--- src/rtl/core/ssirl_pkg.sv ---
`timescale 1ns / 1ps
`default_nettype none
// ----------------------------------------------------------------------------
// ssirl_pkg: shared definitions for the small set block
// Operation and status codes, field widths and the result record that
// travels from the sequencer to the output register.
// ----------------------------------------------------------------------------
package ssirl_pkg;

   localparam int DEFAULT_CAPACITY = 64;

   localparam int OP_W      = 2;
   localparam int VALUE_W   = 32;
   localparam int STATUS_W  = 2;
   localparam int ENTRY_W   = 7;
   localparam int RSP_DATA_W = 16;

   localparam logic [OP_W-1:0] OP_INSERT = 2'd0;
   localparam logic [OP_W-1:0] OP_REMOVE = 2'd1;
   localparam logic [OP_W-1:0] OP_QUERY  = 2'd2;

   localparam logic [STATUS_W-1:0] STATUS_DONE      = 2'd0;
   localparam logic [STATUS_W-1:0] STATUS_PRESENT   = 2'd1;
   localparam logic [STATUS_W-1:0] STATUS_FULL      = 2'd2;
   localparam logic [STATUS_W-1:0] STATUS_NOT_FOUND = 2'd3;

   typedef struct packed {
      logic [ENTRY_W-1:0]  entry_count;
      logic                was_present;
      logic [STATUS_W-1:0] status;
   } res_type;

endpackage
`default_nettype wire

--- src/rtl/core/ssirl_mem.sv ---
`timescale 1ns / 1ps
`default_nettype none
// ----------------------------------------------------------------------------
// ssirl_mem: entry store
// Single-port-write, single-port-read synchronous RAM with registered read
// data.
// ----------------------------------------------------------------------------
module ssirl_mem #(
   parameter int DEPTH = ssirl_pkg::DEFAULT_CAPACITY,
   localparam int ADDR_W = $clog2(DEPTH)
) (
   input  wire logic                          clock,
   input  wire logic                          wr_en,
   input  wire logic [ADDR_W-1:0]             wr_addr,
   input  wire logic [ssirl_pkg::VALUE_W-1:0] wr_data,
   input  wire logic [ADDR_W-1:0]             rd_addr,
   output logic      [ssirl_pkg::VALUE_W-1:0] rd_data
);

   logic [ssirl_pkg::VALUE_W-1:0] mem [DEPTH];
   logic [ssirl_pkg::VALUE_W-1:0] rd_data_ff;

   always_ff @(posedge clock) begin
      if (wr_en) begin
         mem[wr_addr] <= wr_data;
      end
      rd_data_ff <= mem[rd_addr];
   end

   assign rd_data = rd_data_ff;

endmodule
`default_nettype wire

--- src/rtl/core/ssirl_ctrl.sv ---
`timescale 1ns / 1ps
`default_nettype none
// ----------------------------------------------------------------------------
// ssirl_ctrl: set sequencer
// Scans the stored entries one per cycle, appends on insert, and on remove
// moves every later entry down one place with a read-ahead copy loop.
// ----------------------------------------------------------------------------
module ssirl_ctrl #(
   parameter int CAPACITY = ssirl_pkg::DEFAULT_CAPACITY,
   localparam int ADDR_W = $clog2(CAPACITY),
   localparam int CNT_W  = $clog2(CAPACITY + 1)
) (
   input  wire logic                          clock,
   input  wire logic                          reset,
   input  wire logic                          req_valid,
   output logic                               req_ready,
   input  wire logic [ssirl_pkg::OP_W-1:0]    req_op,
   input  wire logic [ssirl_pkg::VALUE_W-1:0] req_value,
   output logic                               res_valid,
   input  wire logic                          res_take,
   output ssirl_pkg::res_type                 res,
   output logic                               wr_en,
   output logic      [ADDR_W-1:0]             wr_addr,
   output logic      [ssirl_pkg::VALUE_W-1:0] wr_data,
   output logic      [ADDR_W-1:0]             rd_addr,
   input  wire logic [ssirl_pkg::VALUE_W-1:0] rd_data
);

   typedef enum logic [3:0] {
      ST_IDLE  = 4'b0001,
      ST_SCAN  = 4'b0010,
      ST_SHIFT = 4'b0100,
      ST_RESP  = 4'b1000
   } state_type;

   state_type                       state_ff, state_in;
   logic [CNT_W-1:0]                count_ff, count_in;
   logic [ADDR_W-1:0]               idx_ff, idx_in;
   logic [ssirl_pkg::OP_W-1:0]      op_ff, op_in;
   logic [ssirl_pkg::VALUE_W-1:0]   value_ff, value_in;
   logic [ssirl_pkg::STATUS_W-1:0]  status_ff, status_in;
   logic                            present_ff, present_in;

   logic                            fin;
   logic                            fin_present;
   logic [ssirl_pkg::OP_W-1:0]      cur_op;
   logic [ssirl_pkg::VALUE_W-1:0]   cur_value;
   logic [CNT_W-1:0]                idx_ext;
   logic                            idx_last;
   logic [CNT_W+ssirl_pkg::ENTRY_W-1:0] count_wide;

   assign idx_ext  = CNT_W'(idx_ff);
   assign idx_last = (idx_ext == count_ff - CNT_W'(1));

   always_comb begin
      state_in    = state_ff;
      count_in    = count_ff;
      idx_in      = idx_ff;
      op_in       = op_ff;
      value_in    = value_ff;
      status_in   = status_ff;
      present_in  = present_ff;
      req_ready   = 1'b0;
      rd_addr     = idx_ff + ADDR_W'(1);
      wr_en       = 1'b0;
      wr_addr     = idx_ff - ADDR_W'(1);
      wr_data     = rd_data;
      fin         = 1'b0;
      fin_present = 1'b0;
      cur_op      = op_ff;
      cur_value   = value_ff;

      case (state_ff)
         ST_IDLE: begin
            req_ready = 1'b1;
            rd_addr   = '0;
            if (req_valid) begin
               op_in     = req_op;
               value_in  = req_value;
               cur_op    = req_op;
               cur_value = req_value;
               idx_in    = '0;
               if (count_ff == '0) begin
                  fin = 1'b1;
               end else begin
                  state_in = ST_SCAN;
               end
            end
         end
         ST_SCAN: begin
            // Read data belongs to idx_ff; the next address is already issued.
            if (rd_data == value_ff) begin
               fin         = 1'b1;
               fin_present = 1'b1;
            end else if (idx_last) begin
               fin = 1'b1;
            end else begin
               idx_in = idx_ff + ADDR_W'(1);
            end
         end
         ST_SHIFT: begin
            // Entry idx_ff arrives now and moves down to idx_ff - 1.
            wr_en = 1'b1;
            if (idx_last) begin
               count_in = count_ff - CNT_W'(1);
               state_in = ST_RESP;
            end else begin
               idx_in = idx_ff + ADDR_W'(1);
            end
         end
         ST_RESP: begin
            if (res_take) begin
               state_in = ST_IDLE;
            end
         end
         default: begin
            state_in = ST_IDLE;
         end
      endcase

      if (fin) begin
         present_in = fin_present;
         state_in   = ST_RESP;
         case (cur_op)
            ssirl_pkg::OP_INSERT: begin
               if (fin_present) begin
                  status_in = ssirl_pkg::STATUS_PRESENT;
               end else if (count_ff == CNT_W'(CAPACITY)) begin
                  status_in = ssirl_pkg::STATUS_FULL;
               end else begin
                  status_in = ssirl_pkg::STATUS_DONE;
                  wr_en     = 1'b1;
                  wr_addr   = count_ff[ADDR_W-1:0];
                  wr_data   = cur_value;
                  count_in  = count_ff + CNT_W'(1);
               end
            end
            ssirl_pkg::OP_REMOVE: begin
               if (fin_present) begin
                  status_in = ssirl_pkg::STATUS_DONE;
                  if (idx_last) begin
                     count_in = count_ff - CNT_W'(1);
                  end else begin
                     // The read of the following entry went out this cycle.
                     state_in = ST_SHIFT;
                     idx_in   = idx_ff + ADDR_W'(1);
                  end
               end else begin
                  status_in = ssirl_pkg::STATUS_NOT_FOUND;
               end
            end
            default: begin
               status_in = fin_present ? ssirl_pkg::STATUS_DONE
                                       : ssirl_pkg::STATUS_NOT_FOUND;
            end
         endcase
      end
   end

   always_ff @(posedge clock) begin
      if (reset) begin
         state_ff <= ST_IDLE;
         count_ff <= '0;
      end else begin
         state_ff <= state_in;
         count_ff <= count_in;
      end
      idx_ff     <= idx_in;
      op_ff      <= op_in;
      value_ff   <= value_in;
      status_ff  <= status_in;
      present_ff <= present_in;
   end

   assign count_wide      = {{ssirl_pkg::ENTRY_W{1'b0}}, count_ff};
   assign res_valid       = (state_ff == ST_RESP);
   assign res.status      = status_ff;
   assign res.was_present = present_ff;
   assign res.entry_count = count_wide[ssirl_pkg::ENTRY_W-1:0];

   a_count_bound: assert property (@(posedge clock) disable iff (reset)
      count_ff <= CNT_W'(CAPACITY))
      else $error("stored count exceeds capacity");

   a_count_step: assert property (@(posedge clock) disable iff (reset)
      !$past(reset) |-> (count_ff == $past(count_ff)
                         || count_ff == $past(count_ff) + CNT_W'(1)
                         || count_ff == $past(count_ff) - CNT_W'(1)))
      else $error("stored count moved by more than one");

   a_shift_range: assert property (@(posedge clock) disable iff (reset)
      state_ff == ST_SHIFT |-> (idx_ext < count_ff && idx_ff != '0))
      else $error("shift index outside the stored entries");

   a_full_status: assert property (@(posedge clock) disable iff (reset)
      (state_ff == ST_RESP && status_ff == ssirl_pkg::STATUS_FULL)
      |-> count_ff == CNT_W'(CAPACITY))
      else $error("full status reported while store has room");

endmodule
`default_nettype wire

--- src/rtl/core/small_set_insert_remove_lookup.sv ---
`timescale 1ns / 1ps
`default_nettype none
// ----------------------------------------------------------------------------
// small_set_insert_remove_lookup: set of distinct 32-bit values
// Insert, remove and membership query on a set held in insertion order.
//
// Request channel (req_): one transaction carries an operation in tuser and
// a value in tdata. Response channel (rsp_): one transaction per request
// with status, was-present flag and the entry count after the operation.
// Requests are handled one at a time. An insert or query scans the stored
// entries in order until it finds the value or has read the last one; an
// insert that misses then appends the value. A remove that hits entry s
// scans s + 1 entries and then moves the N - s - 1 later entries of the N
// stored down one place; a remove that misses scans all N. The next request
// is accepted once the response has moved into the output register. The
// scan and the move walk the entry RAM one entry per cycle through its
// single read port. An output register holds the response, so one more
// request is accepted while the receiver stalls; its response then waits
// in the sequencer until the register frees. Reset empties the set at
// once; the entry RAM itself is not cleared. Inserting a value that is not
// already present into a full set drops it and reports full.
// ----------------------------------------------------------------------------
module small_set_insert_remove_lookup #(
   parameter int CAPACITY = ssirl_pkg::DEFAULT_CAPACITY
) (
   input  wire logic        clock,
   input  wire logic        reset,
   input  wire logic        req_tvalid,
   output logic             req_tready,
   input  wire logic [31:0] req_tdata,   // [31:0] value
   input  wire logic [1:0]  req_tuser,   // [1:0] op
   output logic             rsp_tvalid,
   input  wire logic        rsp_tready,
   output logic [15:0]      rsp_tdata    // [1:0] status, [2] was_present,
                                         // [9:3] entry_count, [15:10] zero
);

   localparam int ADDR_W = $clog2(CAPACITY);

   logic                            res_valid;
   logic                            res_take;
   ssirl_pkg::res_type              res;
   logic                            wr_en;
   logic [ADDR_W-1:0]               wr_addr;
   logic [ssirl_pkg::VALUE_W-1:0]   wr_data;
   logic [ADDR_W-1:0]               rd_addr;
   logic [ssirl_pkg::VALUE_W-1:0]   rd_data;

   logic                            rsp_valid_ff, rsp_valid_in;
   ssirl_pkg::res_type              rsp_data_ff, rsp_data_in;

   ssirl_mem #(
      .DEPTH (CAPACITY)
   ) u_mem (
      .clock   (clock),
      .wr_en   (wr_en),
      .wr_addr (wr_addr),
      .wr_data (wr_data),
      .rd_addr (rd_addr),
      .rd_data (rd_data)
   );

   ssirl_ctrl #(
      .CAPACITY (CAPACITY)
   ) u_ctrl (
      .clock     (clock),
      .reset     (reset),
      .req_valid (req_tvalid),
      .req_ready (req_tready),
      .req_op    (req_tuser),
      .req_value (req_tdata),
      .res_valid (res_valid),
      .res_take  (res_take),
      .res       (res),
      .wr_en     (wr_en),
      .wr_addr   (wr_addr),
      .wr_data   (wr_data),
      .rd_addr   (rd_addr),
      .rd_data   (rd_data)
   );

   // The output register takes a new response when empty or being drained.
   assign res_take = res_valid && (!rsp_valid_ff || rsp_tready);

   always_comb begin
      rsp_valid_in = rsp_valid_ff;
      rsp_data_in  = rsp_data_ff;
      if (res_take) begin
         rsp_valid_in = 1'b1;
         rsp_data_in  = res;
      end else if (rsp_tready) begin
         rsp_valid_in = 1'b0;
      end
   end

   always_ff @(posedge clock) begin
      if (reset) begin
         rsp_valid_ff <= 1'b0;
      end else begin
         rsp_valid_ff <= rsp_valid_in;
      end
      rsp_data_ff <= rsp_data_in;
   end

   assign rsp_tvalid = rsp_valid_ff;
   assign rsp_tdata  = {{(ssirl_pkg::RSP_DATA_W - $bits(ssirl_pkg::res_type)){1'b0}},
                        rsp_data_ff};

endmodule
`default_nettype wire
--- config.mk ---
export PLATFORM = sky130hd
export DESIGN_NAME = small_set_insert_remove_lookup
export DESIGN_NICKNAME = d
export VERILOG_FILES = /design/src/rtl/core/ssirl_pkg.sv /design/src/rtl/core/ssirl_mem.sv /design/src/rtl/core/ssirl_ctrl.sv /design/src/rtl/core/small_set_insert_remove_lookup.sv
export SDC_FILE = /design/constraint.sdc
export NUM_CORES = 2
export LEC_CHECK = 0
export BUFFER_PORTS_ARGS = -buffer_cell sky130_fd_sc_hd__buf_2
export CAP_MARGIN = 20
export CORE_AREA = 3 3 470 472
export CTS_CLUSTER_SIZE = 40
export DETAILED_ROUTE_END_ITERATION = 10
export DIE_AREA = 0 0 473 475
export GPL_TIMING_DRIVEN = 0
export PLACE_DENSITY = 0.63
export SYNTH_ARGS = -nofsm -noshare
export SYNTH_HDL_FRONTEND = slang
export SYNTH_SLANG_ARGS = --single-unit
--- constraint.sdc ---
create_clock -name clock -period 6.6 [get_ports clock]
set_clock_uncertainty 0.2 [all_clocks]
set_input_delay 1.65 -clock clock [delete_from_list [all_inputs] [get_ports clock]]
set_output_delay 1.65 -clock clock [all_outputs]
set_load 0.02 [all_outputs]
==> flow_summary.json <==
{
  "syn_avg_cell_area_um2": 15.8,
  "core_mm2": 0.217,
  "synth_top_family_by_area": "simple AND/OR/NAND/NOR gates",
  "max_cap_viol_count": 0,
  "finish.net_count": 5894,
  "placementRows": 171,
  "die_h_um": 475,
  "synth_compound_area_share_pct": 5.15,
  "critPathArrivalTime_ps": 7180,
  "path_class": "flip-flop to flip-flop",
  "route.detailed.drc": 0,
  "finish.utilization_pct": 46.1,
  "synthArstFlopShare_pct": 0,
  "grt_overflow_total": 0,
  "p_seq_share_pct": 45.8,
  "critPathLaunchType": "flip-flop",
  "p_leak_nw": 32.4,
  "synth_flop_cell": "edfxtp_1",
  "first_global_vias": 50900,
  "cp_slowest_stage_delay_ps": 1010,
  "syn_inst": 5488,
  "violations": "negative setup slack",
  "hp-class": "flip-flop to flip-flop",
  "clkLatencyLatePin_ps": 850,
  "synth_edf_count": 2061,
  "power_switching_mw": 11.2,
  "vias": 52000,
  "status": "finished with violations",
  "swShare_pct": 30.5,
  "grt_start_max_net_pins": 65,
  "final_area_mm2": 0.100,
  "drive_gt1_share_pct": 16.8,
  "crit_fanout": 19,
  "synth-xor-area-share_pct": 0.605,
  "place_area_mm2": 0.0932,
  "synth-simple-area-share_pct": 9.71,
  "internal_power_mw": 25.6,
  "hold_violations": 0,
  "dr.pass1.iters": 8,
  "clockRootBuffer": "clkbuf_16",
  "clkSlewWorstSetupHoldPaths_ps": 60,
  "cts_buffers": 211,
  "relSlewSlack_pct": 8.40,
  "port_buffers": 49,
  "period_needed_ps": 6630,
  "slew_violations": 0,
  "cts_sinks": 2145,
  "ios": 56,
  "synth-seq-area-share_pct": 73.2,
  "syn2layout_area_growth_pct": 15.3,
  "final.setup.worst_slack_ps": -30.1,
  "yosys_warnings": 0,
  "ir_drop_v": 0.000359,
  "cts_max_level": 4,
  "antenna_found_initial": 14,
  "finalSetupViolCount": 1,
  "period_share_pct": 100,
  "crit_path_cell_trace": "clkbuf_2, inv_1, clkbuf_1, buf_16, buf_4, ha_1, clkbuf_1, and2_2, clkbuf_4, clkbuf_1, a311oi_1, a211oi_1, a21oi_1, a21oi_1",
  "endpoint_kind": "flip-flop",
  "synthDistinctLibCells": 71,
  "p_per_area_mw_per_mm2": 367,
  "nFillCells": 18600,
  "cp.required_ps": 7150,
  "initial_core_util_pct": 40.0,
  "rsz0062_at_grt": "false",
  "worst_slew_pin_slew_ps": 1370,
  "synthMuxAreaShare_pct": 9.17,
  "synth_fa_ha_area_share_pct": 0.0721,
  "p_clk_share_pct": 32.4,
  "cts_buffer_depth": 3,
  "hpwlAfterDp_um": 178000,
  "tritoncts": "yes",
  "drt_wl_total_um": 262000,
  "vias_per_cell": 5.85,
  "cp_slowest_cell": "a211oi_1",
  "drt_iter0_drc": 7418,
  "finalWeightedCongestion": 0.972,
  "syn_area_mm2": 0.0868,
  "max_clock_freq_ghz": 0.151,
  "grt_first_pass_wirelength_um": 370000,
  "p_comb_share_pct": 21.8,
  "dieWidth_um": 473,
  "fp.dieArea_mm2": 0.225,
  "ant_nets": 0,
  "synth_seq_cells": 2145,
  "grt_use_total_pct": 22.9,
  "wl_per_cell_um": 29.4,
  "crit_top_cell": "clkbuf_1",
  "holdBufCountCts": 0
}
-- layout by cell type (no fill, tap or decap), drive strengths merged, types with 72 or more instances in the layout --
cell    instances
mux2i          72
buf           288
and3          198
clkbuf        533
clkinv         84
nor2          164
a311oi        192
mux4          288
a21oi         122
nand3         203
o21ai         108
nand2         914
edfxtp       2061
nand2b        261
dfxtp          84
-- kinds of logic (layout without fill, tap and decap cells) --
family	Yosys count	in the layout
buffers and inverters	405	942
adder cells (fa/ha/maj)	5	5
XOR/XNOR	60	60
flip-flops	2145	2145
other	1	16
AO/OA/AOI/OAI	631	631
multiplexers	427	427
AND/OR/NAND/NOR	1814	1814
-- routing by layer --
layer	GRT usage (%)	share of wire [%]	vias to the layer above
met4	11.4	5.6	0
li1	-	-	22000
met1	29.9	38	26700
met2	36.1	47	2804
met5	0	0	-
met3	5.33	9.8	540
-- synthesized netlist by cell type (all sizes together) (2+ instances only) --
master / n / area share, %
a211oi: 68 / 0.59
a21o: 3 / 0.026
a21oi: 122 / 0.71
a221o: 2 / 0.023
a221oi: 2 / 0.020
a22o: 3 / 0.030
a22oi: 3 / 0.026
a311oi: 192 / 1.9
a31oi: 71 / 0.53
a32oi: 9 / 0.091
a41oi: 2 / 0.020
and2: 5 / 0.036
and3: 198 / 1.4
and4: 4 / 0.040
buf: 142 / 0.90
clkbuf: 251 / 1.1
dfxtp: 84 / 1.9
edfxtp: 2061 / 71
ha: 5 / 0.072
inv: 12 / 0.052
mux2: 67 / 0.87
mux2i: 72 / 0.83
mux4: 288 / 7.5
nand2: 914 / 4.0
nand2b: 261 / 1.9
nand3: 203 / 1.2
nand3b: 3 / 0.026
nand4: 14 / 0.10
nor2: 164 / 0.71
nor2b: 6 / 0.043
nor3: 20 / 0.12
nor4: 4 / 0.029
nor4b: 2 / 0.020
o21ai: 108 / 0.62
o311a: 32 / 0.37
o311ai: 2 / 0.020
or2: 3 / 0.022
or3: 4 / 0.029
or3b: 2 / 0.020
or4b: 4 / 0.050
xnor2: 46 / 0.46
xor2: 14 / 0.14
-- state kept, by name, summed over array words and instances, names as in the netlist --
name               flops
u_mem.mem           2048
u_ctrl.value_ff       32
u_mem.rd_data         32
rsp_tdata             10
u_ctrl.count_ff        7
u_ctrl.idx_ff          6
u_ctrl.state_ff        4
u_ctrl.op_ff           2
u_ctrl.status_ff       2
rsp_tvalid             1
u_ctrl.present_ff      1
-- path summary, 6_finish.rpt --
| path | start | to | slack [ps] | cells past startpoint |
|---|---|---|---|---|
| hold reg to reg | u_ctrl.present_ff | rsp_tdata[2] | 220 | 0 |
| setup / recovery | u_ctrl.idx_ff[0] | u_mem.rd_data[7] | -30 | 14 |
| setup reg to reg | u_ctrl.idx_ff[0] | u_mem.rd_data[7] | -30 | 14 |
| hold / removal | u_ctrl.present_ff | rsp_tdata[2] | 220 | 0 |
-- worst max-delay path: cells and delay by family (launching register included) --
| family | cells | cell delay, ps |
|---|---|---|
| compound gates | 4 | 1630 |
| simple gates | 1 | 550 |
| fa+ha+maj | 1 | 210 |
| buf+inv | 8 | 3410 |
| flops | 1 | 420 |
-- power by group through the flow --
stage	logic (mW)	clock network, mW	registers (mW)
after floorplan	4.12	0	17.1
after global placement	7.35	0	17.2
after detailed placement	7.84	0	17.1
after CTS	7.88	12.0	16.8
after global routing	8.39	12.5	16.8
final	8.02	11.9	16.8
-- per-stage QoR --
step	hold slack [ps]	power, mW	TNS, ps	std cells	setup WS (ps)
global route	237	37.8	0	8893	67.6
floorplan	200	21.2	0	5493	1380
global placement	205	24.5	-7201260	8396	-4150
finish	221	36.7	-30.1	8894	-30.1
detailed placement	208	25.0	-585370	8491	-2230
CTS	221	36.7	0	8880	209
-- cell type report --
| class | instances | area, um2 | area share [%] |
|---|---|---|---|
| Buffer | 390 | 1730 | 1.72 |
| Clock buffer | 283 | 5740 | 5.73 |
| Tap cell | 2854 | 3570 | 3.57 |
| Clock inverter | 109 | 1000 | 1.00 |
| Antenna cell | 10 | 25.0 | 0.0250 |
| Inverter | 12 | 45.0 | 0.0450 |
| Sequential cell | 2145 | 63600 | 63.5 |
| Timing Repair Buffer | 148 | 2270 | 2.27 |
| Multi-Input combinational cell | 2943 | 22200 | 22.1 |
-- repair_timing --
item | CTS | global route
endpoints found under the setup margin | 1929 | 2
setup buffers | 0 | 0
resized for setup | 18 | 2
(Power assumes the default switching activity.)
